$ cat config.mk
export PLATFORM = sky130hd
export DESIGN_NAME = yrdf_queue
export DESIGN_NICKNAME = d
export VERILOG_FILES = /design/src/sv/yrdf_pkg.sv /design/src/sv/yrdf_queue.sv
export SDC_FILE = /design/constraint.sdc
export NUM_CORES = 1
export LEC_CHECK = 0
export ABC_AREA = 1
export BUFFER_PORTS_ARGS = -buffer_cell sky130_fd_sc_hd__buf_2
export CAP_MARGIN = 0
export CORE_ASPECT_RATIO = 0.8
export CORE_UTILIZATION = 45
export CTS_CLUSTER_SIZE = 10
export DETAILED_ROUTE_END_ITERATION = 6
export GPL_TIMING_DRIVEN = 0
export MAX_ROUTING_LAYER = met4
export PLACE_DENSITY_LB_ADDON = 0.3
export SKIP_CTS_REPAIR_TIMING = 1
export SYNTH_ARGS = -nofsm -noshare
export SYNTH_HDL_FRONTEND = slang
export SYNTH_SLANG_ARGS = --single-unit
export TNS_END_PERCENT = 100
$ cat constraint.sdc
create_clock -name aclk -period 10.9 [get_ports aclk]
set_input_delay 2.18 -clock aclk [delete_from_list [all_inputs] [get_ports aclk]]
set_output_delay 2.18 -clock aclk [all_outputs]
set_load 0.05 [all_outputs]
$ cat src/sv/yrdf_pkg.sv
// Shared types, constants and helpers for the YOLO row decode and filter unit.
`timescale 1ns / 1ps

package yrdf_pkg;

    localparam int FRAC_BITS   = 16;
    localparam int BOX_SHIFT   = 2 * FRAC_BITS + 1;
    localparam int MAX_CLASSES = 80;

    // row positions
    localparam logic [10:0] POS_CX          = 11'd0;
    localparam logic [10:0] POS_CY          = 11'd1;
    localparam logic [10:0] POS_W           = 11'd2;
    localparam logic [10:0] POS_H           = 11'd3;
    localparam logic [10:0] POS_OBJ         = 11'd4;
    localparam logic [10:0] POS_FIRST_CLASS = 11'd5;
    localparam logic [10:0] POS_MAX         = 11'd2047;

    // configuration register indexes
    localparam logic [2:0] REG_CONF_THRESHOLD = 3'd0;
    localparam logic [2:0] REG_NET_WIDTH      = 3'd1;
    localparam logic [2:0] REG_NET_HEIGHT     = 3'd2;
    localparam logic [2:0] REG_PAD_LEFT       = 3'd3;
    localparam logic [2:0] REG_PAD_TOP        = 3'd4;
    localparam logic [2:0] REG_INVERSE_SCALE  = 3'd5;
    localparam logic [2:0] REG_FRAME_WIDTH    = 3'd6;
    localparam logic [2:0] REG_FRAME_HEIGHT   = 3'd7;

    typedef struct packed {
        logic [16:0] centre_x;
        logic [16:0] centre_y;
        logic [16:0] raw_width;
        logic [16:0] raw_height;
        logic [16:0] objectness;
        logic [16:0] best_score;
        logic [9:0]  best_class;
        logic [15:0] row_number;
    } row_rec_t;

    typedef struct packed {
        logic [16:0] conf_threshold;
        logic [12:0] net_width;
        logic [12:0] net_height;
        logic [11:0] pad_left;
        logic [11:0] pad_top;
        logic [23:0] inverse_scale;
        logic [13:0] frame_width;
        logic [13:0] frame_height;
    } cfg_t;

    // limit to at most lim, then to at least zero
    function automatic logic [45:0] clamp_edge(input logic signed [58:0] v,
                                               input logic signed [58:0] lim);
        logic signed [58:0] t;
        t = v;
        if (t > lim) t = lim;
        if (t < 59'sd0) t = '0;
        return t[45:0];
    endfunction

endpackage

$ cat src/sv/yrdf_queue.sv
// Short queue of finished row records between front and back.
`timescale 1ns / 1ps

module yrdf_queue
    import yrdf_pkg::*;
#(
    parameter int DEPTH = 2
) (
    input  logic     aclk,
    input  logic     aresetn,
    input  logic     push,
    input  row_rec_t push_rec,
    output logic     full,
    input  logic     pop,
    output row_rec_t head_rec,
    output logic     empty
);

    localparam int PTR_W = (DEPTH > 1) ? $clog2(DEPTH) : 1;
    localparam int CNT_W = $clog2(DEPTH + 1);

    row_rec_t             slot_reg [DEPTH];
    logic [PTR_W-1:0]     wr_ptr_reg, wr_ptr_next;
    logic [PTR_W-1:0]     rd_ptr_reg, rd_ptr_next;
    logic [CNT_W-1:0]     count_reg, count_next;

    assign full     = (count_reg == CNT_W'(DEPTH));
    assign empty    = (count_reg == '0);
    assign head_rec = slot_reg[rd_ptr_reg];

    always_comb begin
        wr_ptr_next = wr_ptr_reg;
        rd_ptr_next = rd_ptr_reg;
        count_next  = count_reg;
        if (push) begin
            wr_ptr_next = (wr_ptr_reg == PTR_W'(DEPTH - 1)) ? '0 : wr_ptr_reg + 1'b1;
        end
        if (pop) begin
            rd_ptr_next = (rd_ptr_reg == PTR_W'(DEPTH - 1)) ? '0 : rd_ptr_reg + 1'b1;
        end
        if (push && !pop) count_next = count_reg + 1'b1;
        else if (pop && !push) count_next = count_reg - 1'b1;
    end

    always_ff @(posedge aclk) begin
        if (push) slot_reg[wr_ptr_reg] <= push_rec;
    end

    always_ff @(posedge aclk) begin
        if (!aresetn) begin
            wr_ptr_reg <= '0;
            rd_ptr_reg <= '0;
            count_reg  <= '0;
        end else begin
            wr_ptr_reg <= wr_ptr_next;
            rd_ptr_reg <= rd_ptr_next;
            count_reg  <= count_next;
        end
    end

endmodule

==> flow_summary_export.csv <==
group,metric,value,unit
outcome,status,"finished, final reports clean",
clock_tree,htreeDepth,1,
synth,synth.top_cell.area_share,80.6,%
clock_tree,clockRootBuffer,"clkbuf_16",
worst_hold_path,hold_path.class,"reg -> reg",
synth,synth_common_cells,"edfxtp_1 (256), mux2_2 (128), nor2_1 (9)",
sta,rsz0062_at_grt,"no",
sta,slew_headroom,57.4,%
synth,avgSynthCellArea,22.0,um2
synth,synth-edff-count,256,
global_route,first_global_vias,5330,
die,row_count,47,
die,die_width,165,um
die,die-area,21800,um2
synth,async_reset_ff_share,0,%
worst_hold_path,hold_depth,2,
critical_path,cp-start-kind,"register",
cells_and_area,drive_above_1_share,59.5,%
synth,synth_cell_types,13,
sta,post-route-min-period,4.07,ns
power,ir_drop,0.184,mV
global_route,grtUsageTotal,16.9,%
sta,report.final.slew_viol_count,0,
global_route,antenna_found_initial,1,
clock_tree,cts_tree,"built",
drt,initialDrtViolationCount,311,
critical_path,rrSetupSlack,9.10,ns
clock_tree,clk_path_buf_depth,3,
clock_tree,worstSkewPairLatency,0.53,ns
drt,routed_via_density,4.92,
die,io_pins,262,
place,hpwl,12400,um
cells_and_area,syn2layout_area_growth,27.3,%
cells_and_area,final_area,12100,um2
global_route,overflow,0,
synth,netlist_instances,433,
worst_hold_path,holdPathEnd,"rd_ptr_reg",
clock_tree,cts.clk_slew.worst_paths,0.06,ns
critical_path,crit_required,8.72,ns
drt,wl,18300,um
cells_and_area,final_cells,1013,
power,p_leak,4.59,nW
sta,hold_viol_final,0,
power,cellPowerDensity,196,nW/um2
drt,wire_per_inst,18.1,um
synth,yosysTopAreaCell,"edfxtp_1",
global_route,grt_pass1_wl,27500,um
critical_path,endpoint_kind,"output port",
clock_tree,cts_buffers,30,
sta,hold_ws,0.521,ns
critical_path,reg2reg_to,"slot_reg[1][15]",
synth,synthesis.area,9530,um2
critical_path,r2r_start,"wr_ptr_reg",
critical_path,reg2regPathDepth,3,
cells_and_area,largest_reg_flops,256,
drt,drc,0,
sta,setup_tns,0,ns
die,die_height,132,um
worst_hold_path,hold_start,"rd_ptr_reg",
synth,yosysMostFrequentCell,"edfxtp_1",
cells_and_area,fin_nets,864,
job,cap_violations,0,
drt,antenna_left,0,
drt,drt-pass1-iter-count,6,
sta,clock-skew-final,0.0158,ns
die,start_util,46.1,%
synth,synth_top_flop_cell,"edfxtp_1",
synth,synthTopCellsByArea,"edfxtp_1 (81%), mux2_2 (15%), clkbuf_8 (1.2%)",
place,place.gp.congestion,0.740,
place,portBuffers,261,
drt,num_vias,4987,
sta,setup_violations,0,
global_route,grt_max_degree,66,
synth,ys_ff_latch,261,
sta,fin_crit_sh,37.4,%
critical_path,worstPathArrival,1.89,ns
synth,ys_seq_area_share,81.7,%
synth,synth_nets,566,
clock_tree,cts_sinks,261,
cells_and_area,fillerInstances,1569,
critical_path,worstPathMaxFanout,10,
die,coreArea,20700,um2
place,dp.cells,968,
place,postPlaceCellArea,11300,um2
critical_path,criticalPathCategory,"reg -> out",
sta,max_freq,246,MHz
sta,worstMarginPinSlew,0.639,ns
synth,ys_warn_count,0,
==> layer usage <==
metal | track usage [%] | wire length (um) | vias to the layer above | share of wire [%]
li1 | - | - | 2298 | -
met1 | 20.5 | 7530 | 2434 | 41
met2 | 27.6 | 8730 | 217 | 48
met3 | 4.56 | 1540 | 38 | 8.4
met4 | 5.10 | 488 | 0 | 2.7
met5 | - | 0 | - | 0
==> layout by cell type (no fill, tap or decap) <==
cell type and count:
edfxtp_1 256, mux2_2 128, ha_1 1, nand4_1 1, buf_6 6, clkbuf_8 8, inv_6 2, buf_2 261
nand2_1 8, a21oi_1 1, nor2_1 8, clkbuf_16 31, o21ai_0 1, nand3_1 1, buf_16 2, dfxtp_1 5
diode_2 1, inv_1 7, buf_12 3, clkbuf_1 12, nor2_4 1
==> report_power, final <==
group | switching (W) | internal [W]
combinational | 0.000245 | 0.000103
sequential | 0.0000122 | 0.00116
clock | 0.000348 | 0.000511
==> critical path, stage by stage, from the launching register on <==
cell	delay, ns
dfxtp_1	0.35
buf_6	0.22
clkbuf_8	0.22
mux2_2	0.35
buf_2	0.22
==> worst max-delay path by stage <==
stage	from	endpoint	slack [ns]	depth (start not counted)
floorplan	push	slot_reg[0][0]	2.71	2
global placement	push	slot_reg[0][78]	-0.03	3
detailed placement	push	slot_reg[1][111]	7.17	4
CTS	register	head_rec[41]	6.77	4
global route	register	head_rec[41]	6.73	4
finish	register	head_rec[38]	6.83	4
==> cell type report <==
class	count	area [um2]	area share [%]
clock inverter	1	8.76	0.0722
buffer	14	178	1.46
antenna	1	2.50	0.0206
sequential	261	7790	64.2
tap	269	337	2.77
inverter	8	35.0	0.289
timing repair buffer	266	1420	11.7
multi-input combinational	150	1550	12.7
clock buffer	43	821	6.76
==> through the flow <==
| stage | worst slack (ns) | utilization, % | power, W |
|---|---|---|---|
| 2_1_floorplan | 2.71 | - | 0.00145 |
| 3_3_place_gp | -0.0333 | 54.0 | 0.00154 |
| 3_5_place_dp | 7.17 | 54.6 | 0.00155 |
| 4_1_cts | 6.77 | 58.6 | 0.00241 |
| 5_1_grt | 6.73 | 58.6 | 0.00246 |
| 6_report | 6.83 | 58.6 | 0.00238 |
==> kinds of logic (layout without fill, tap and decap cells) <==
| logic type | Yosys count | in the layout | synth area share, % |
|---|---|---|---|
| buf+inv | 22 | 332 | 2.18 |
| fa+ha+maj | 1 | 1 | 0.131 |
| flops | 261 | 261 | 81.7 |
| mux | 128 | 128 | 15.1 |
| other cells | 0 | 1 | 0 |
| simple gates | 19 | 19 | 0.787 |
| compound gates | 2 | 2 | 0.105 |
Power figures use the tool's default switching activity.
