File: config.mk
export PLATFORM = sky130hd
export DESIGN_NAME = yrdf_front
export DESIGN_NICKNAME = d
export VERILOG_FILES = /design/src/sv/yrdf_pkg.sv /design/src/sv/yrdf_front.sv
export SDC_FILE = /design/constraint.sdc
export NUM_CORES = 1
export LEC_CHECK = 0
export BUFFER_PORTS_ARGS = -buffer_cell sky130_fd_sc_hd__buf_2
export CAP_MARGIN = 20
export CORE_MARGIN = 2
export CORE_UTILIZATION = 45
export DETAILED_ROUTE_END_ITERATION = 10
export PLACE_DENSITY = 0.71
export SYNTH_ARGS = -nofsm -noshare
export SYNTH_HDL_FRONTEND = slang
export SYNTH_SLANG_ARGS = --single-unit
export TNS_END_PERCENT = 30
File: constraint.sdc
create_clock -name aclk -period 3.5 [get_ports aclk]
set_clock_uncertainty 0.05 [all_clocks]
set_input_delay 0 -clock aclk [delete_from_list [all_inputs] [get_ports aclk]]
set_output_delay 0 -clock aclk [all_outputs]
set_load 0.005 [all_outputs]
File: src/sv/yrdf_pkg.sv
// Shared types, constants and helpers for the YOLO row decode and filter unit.
`timescale 1ns / 1ps

package yrdf_pkg;

    localparam int FRAC_BITS   = 16;
    localparam int BOX_SHIFT   = 2 * FRAC_BITS + 1;
    localparam int MAX_CLASSES = 80;

    // row positions
    localparam logic [10:0] POS_CX          = 11'd0;
    localparam logic [10:0] POS_CY          = 11'd1;
    localparam logic [10:0] POS_W           = 11'd2;
    localparam logic [10:0] POS_H           = 11'd3;
    localparam logic [10:0] POS_OBJ         = 11'd4;
    localparam logic [10:0] POS_FIRST_CLASS = 11'd5;
    localparam logic [10:0] POS_MAX         = 11'd2047;

    // configuration register indexes
    localparam logic [2:0] REG_CONF_THRESHOLD = 3'd0;
    localparam logic [2:0] REG_NET_WIDTH      = 3'd1;
    localparam logic [2:0] REG_NET_HEIGHT     = 3'd2;
    localparam logic [2:0] REG_PAD_LEFT       = 3'd3;
    localparam logic [2:0] REG_PAD_TOP        = 3'd4;
    localparam logic [2:0] REG_INVERSE_SCALE  = 3'd5;
    localparam logic [2:0] REG_FRAME_WIDTH    = 3'd6;
    localparam logic [2:0] REG_FRAME_HEIGHT   = 3'd7;

    typedef struct packed {
        logic [16:0] centre_x;
        logic [16:0] centre_y;
        logic [16:0] raw_width;
        logic [16:0] raw_height;
        logic [16:0] objectness;
        logic [16:0] best_score;
        logic [9:0]  best_class;
        logic [15:0] row_number;
    } row_rec_t;

    typedef struct packed {
        logic [16:0] conf_threshold;
        logic [12:0] net_width;
        logic [12:0] net_height;
        logic [11:0] pad_left;
        logic [11:0] pad_top;
        logic [23:0] inverse_scale;
        logic [13:0] frame_width;
        logic [13:0] frame_height;
    } cfg_t;

    // limit to at most lim, then to at least zero
    function automatic logic [45:0] clamp_edge(input logic signed [58:0] v,
                                               input logic signed [58:0] lim);
        logic signed [58:0] t;
        t = v;
        if (t > lim) t = lim;
        if (t < 59'sd0) t = '0;
        return t[45:0];
    endfunction

endpackage

File: src/sv/yrdf_front.sv
// Front end: takes row values, keeps box fields and best class, queues finished rows.
`timescale 1ns / 1ps

module yrdf_front
    import yrdf_pkg::*;
(
    input  logic        aclk,
    input  logic        aresetn,
    input  logic        s_valid,
    output logic        s_ready,
    input  logic [16:0] s_value,
    input  logic        s_row_end,
    input  logic        q_full,
    output logic        q_push,
    output row_rec_t    q_push_rec
);

    logic [10:0] pos_reg, pos_next;
    logic [16:0] cx_reg, cx_next;
    logic [16:0] cy_reg, cy_next;
    logic [16:0] w_reg, w_next;
    logic [16:0] h_reg, h_next;
    logic [16:0] obj_reg, obj_next;
    logic [16:0] best_reg, best_next;
    logic [9:0]  class_reg, class_next;
    logic [15:0] row_reg, row_next;
    logic [16:0] best_upd;
    logic [9:0]  class_upd;
    logic [10:0] class_pos;
    logic        xfer;

    assign s_ready   = !q_full;
    assign xfer      = s_valid && s_ready;
    assign class_pos = pos_reg - POS_FIRST_CLASS;

    always_comb begin
        cx_next   = cx_reg;
        cy_next   = cy_reg;
        w_next    = w_reg;
        h_next    = h_reg;
        obj_next  = obj_reg;
        best_upd  = best_reg;
        class_upd = class_reg;
        pos_next  = pos_reg;
        row_next  = row_reg;
        if (xfer) begin
            case (pos_reg)
                POS_CX:  cx_next  = s_value;
                POS_CY:  cy_next  = s_value;
                POS_W:   w_next   = s_value;
                POS_H:   h_next   = s_value;
                POS_OBJ: obj_next = s_value;
                default: begin
                    if (class_pos < 11'(MAX_CLASSES)) begin
                        if (class_pos == 11'd0 || s_value > best_reg) begin
                            best_upd  = s_value;
                            class_upd = class_pos[9:0];
                        end
                    end
                end
            endcase
            if (pos_reg != POS_MAX) pos_next = pos_reg + 11'd1;
        end
        best_next  = best_upd;
        class_next = class_upd;
        if (xfer && s_row_end) begin
            pos_next   = '0;
            cx_next    = '0;
            cy_next    = '0;
            w_next     = '0;
            h_next     = '0;
            obj_next   = '0;
            best_next  = '0;
            class_next = '0;
            row_next   = row_reg + 16'd1;
        end
    end

    assign q_push = xfer && s_row_end && (pos_reg >= POS_FIRST_CLASS);

    always_comb begin
        q_push_rec.centre_x   = cx_reg;
        q_push_rec.centre_y   = cy_reg;
        q_push_rec.raw_width  = w_reg;
        q_push_rec.raw_height = h_reg;
        q_push_rec.objectness = obj_reg;
        q_push_rec.best_score = best_upd;
        q_push_rec.best_class = class_upd;
        q_push_rec.row_number = row_reg;
    end

    always_ff @(posedge aclk) begin
        if (!aresetn) begin
            pos_reg   <= '0;
            cx_reg    <= '0;
            cy_reg    <= '0;
            w_reg     <= '0;
            h_reg     <= '0;
            obj_reg   <= '0;
            best_reg  <= '0;
            class_reg <= '0;
            row_reg   <= '0;
        end else begin
            pos_reg   <= pos_next;
            cx_reg    <= cx_next;
            cy_reg    <= cy_next;
            w_reg     <= w_next;
            h_reg     <= h_next;
            obj_reg   <= obj_next;
            best_reg  <= best_next;
            class_reg <= class_next;
            row_reg   <= row_next;
        end
    end

endmodule

==> run metrics <==
CP startpoint=pos_reg[0]; largest stage delay on the critical path=0.56 ns; reg2reg setup slack=0.41 ns; Adder-Cell Fraction of Synth Area=0.0424; hold_ws=0.0852 ns; Slew headroom=0.313; most common library cells after synthesis=171 x nand2_1, 139 x dfxtp_1, 60 x mux2i_1; Sw Share=0.232; Clock Power Share=0.477; Reg power frac=0.461; hold crit path type=in -> reg; Synth Area in Simple Gates=0.212; Warnings, synthesis=0; Die Wd=124 um; CP Data Required Time=3.45 ns; synth top area cells=dfxtp_1 43%, nand2_1 9.9%, mux2i_1 9.3%; Core Area=14000 sq um; Tcrit/Tclk final=0.946; via total after detailed routing=5613; first-pass GRT wire length=25.8 mm; DPL Wire Length=11.3 mm; DRC=0; grt total ovfl=0; Setup crit end kind=primary output; Int Power=2.68 mW; IO Count=152; Initial Utilization=0.464; most common cell in the netlist=nand2_1; Main synth FF type=dfxtp_1; EDFF count, synth=0; clk slew on worst S/H paths=0.06 ns; Leak=3.50 nW; Pins Over Slew Limit=0; # setup viols final=0; CP Max Fanout=25; Psw=0.810 mW; Cells after DPL=1032; RSZ-0062 raised after global routing=no; mux cell area share after synthesis=0.143; num rows=43; CTS tree=yes; Worst Hold Path EP=pos_reg[8]; area leader, netlist=dfxtp_1; Yosys top cell area share=0.429; worst r2r dst=best_reg[7]; count of final hold-check violations=0; clk root buf=clkbuf_16; H-tree depth=4; Ant. Diodes=0; largest family of logic cells by synthesized area=simple AND/OR/NAND/NOR gates; Worst path slowest cell=or4b_4; I/O Buffers=151; Max-cap violations=0; status=completed; setup TNS=0 ns; Min-Delay Path Depth=4; WL final=17.0 mm; Post-Synthesis Cells=737; clk_lat worst skew=0.42 ns; worst vdd ir=0.000294 V; Detail Route Antenna Nets=0; Post-synth ARST share=0; Starting DRT DRC Count=514; ratio of cells with drive above 1 in the final layout=0.252; crit path kind=reg -> out; Compound-Gate Fraction of Synth Area=0.0842; synthesized net count=781; GR Util All Layers=0.222; critical path, cell by cell=inv_1, ha_1, and2b_2, nor2_1, or4b_4, a2111oi_4, o211ai_4, buf_12, mux2_4, buf_2; # nets final=939; Die Ht=124 um; global placement routability congestion=0.872; type of origin of the critical path=register; die area=15400 sq um; largest net degree at the start of global routing=97; Period minus WS final=3.31 ns; Worst R2R Path Depth=9; initial antenna violation count=0; clk sink count=139; Final Non-Filler Cells=1086; Syn Std Cell Area=6490 sq um; vias per cell=5.17; total CTS buffers=17; Clock Path Buffers=2; Power Dens Cells=432 nW/um^2; vias in the first global route=4964; measured slew at the worst slew-check pin=1.03 ns; DRT Pass-1 Iters=6; xor and xnor area share after synthesis=0.0324; Arr. time, crit path=3.26 ns; number of synthesized register bits=139; Crit Reg-Reg Startpoint=pos_reg[0]; area grow syn2layout=24.5%; Syn Area/Cell=8.81 sq um; register area share after synthesis=0.429; min-delay src=s_valid; Max Freq=302 MHz; Yosys cell types=53; wire per inst=15.6 um; combinational power share=0.062
[layout by cell type, fill, tap and decap left out, drive strengths merged, types with 2 or more instances in the layout]
cell | netlist | routed
nand2 | 171 | 171
buf | 23 | 165
dfxtp | 139 | 139
mux2i | 60 | 60
a21oi | 58 | 58
nor2 | 56 | 56
inv | 23 | 23
mux2 | 23 | 23
clkbuf | 23 | 23
ha | 22 | 22
dlygate4sd3 | 0 | 20
xnor2 | 19 | 19
and2 | 18 | 18
nor3 | 16 | 16
nand3 | 9 | 9
or3 | 9 | 9
and3 | 9 | 9
nand4 | 8 | 8
o21ai | 8 | 8
xor2 | 5 | 5
a21boi | 4 | 4
nor2b | 4 | 4
clkinv | 0 | 4
and4 | 3 | 3
a211oi | 2 | 2
nand2b | 2 | 2
o31ai | 2 | 2
clkinvlp | 0 | 2
a2111oi | 2 | 2
[worst max-delay path by stage]
stage	to	slack [ns]	depth (start not counted)
2_1_floorplan	q_push_rec[22]	0.62	10
3_3_place_gp	best_reg[5]	0.42	9
3_5_place_dp	best_reg[7]	0.30	9
4_1_cts	q_push_rec[31]	0.05	10
5_1_grt	q_push_rec[21]	0.02	9
6_report	q_push_rec[31]	0.19	10
[cells by family (layout without fill, tap and decap cells)]
logic type | Yosys count | in the layout
simple gates | 311 | 311
flops | 139 | 139
compound gates | 89 | 89
mux | 83 | 83
buf+inv | 69 | 238
xor+xnor | 24 | 24
fa+ha+maj | 22 | 22
[per-stage QoR]
stage	area, sq um	worst slack (ns)	util	power [mW]
floorplan	6490	0.622	-	1.75
global placement	7310	0.417	0.523	1.84
detailed placement	7310	0.299	0.523	1.84
CTS	8050	0.0452	0.575	3.52
global route	8080	0.0232	0.578	3.62
finish	8080	0.187	0.578	3.49
[cell type report]
cell class | instances | area (sq um)
clock inverters | 7 | 68.8
fillers | 1252 | 5910
clock buffers | 23 | 468
repair buffers | 185 | 1070
well taps | 180 | 225
multi-input cells | 529 | 3370
inverters | 23 | 86.3
flip-flops and latches | 139 | 2780
[repair_timing]
| item | in CTS | in global routing |
|---|---|---|
| endpoints found under the setup margin | 0 | 22 |
| buffers inserted | 0 | 4 |
| hold buffers | 20 | 0 |
| resized for setup | 0 | 1 |
| endpoints found under the hold margin | 120 | 0 |
[per-layer routing]
metal	track usage	part of all wire
met4	0.0801	0.016
met5	0	0
met2	0.327	0.45
met1	0.310	0.48
met3	0.0586	0.056
[critical path, delay by kind of cell (launching register included)]
kind / cells / cell delay, ns
simple gates: 3 / 0.95
compound gates: 2 / 0.53
buf+inv: 3 / 0.44
flops: 1 / 0.32
mux: 1 / 0.31
fa+ha+maj: 1 / 0.27
[power groups by stage]
stage                     clock (mW)  combinational [mW]  sequential (mW)
after global placement             0               0.196             1.64
after floorplan                    0               0.112             1.64
after detailed placement           0               0.197             1.64
after global routing            1.77               0.242             1.61
after CTS                       1.70               0.216             1.61
final                           1.66               0.216             1.61
Power figures use the tool's default switching activity.
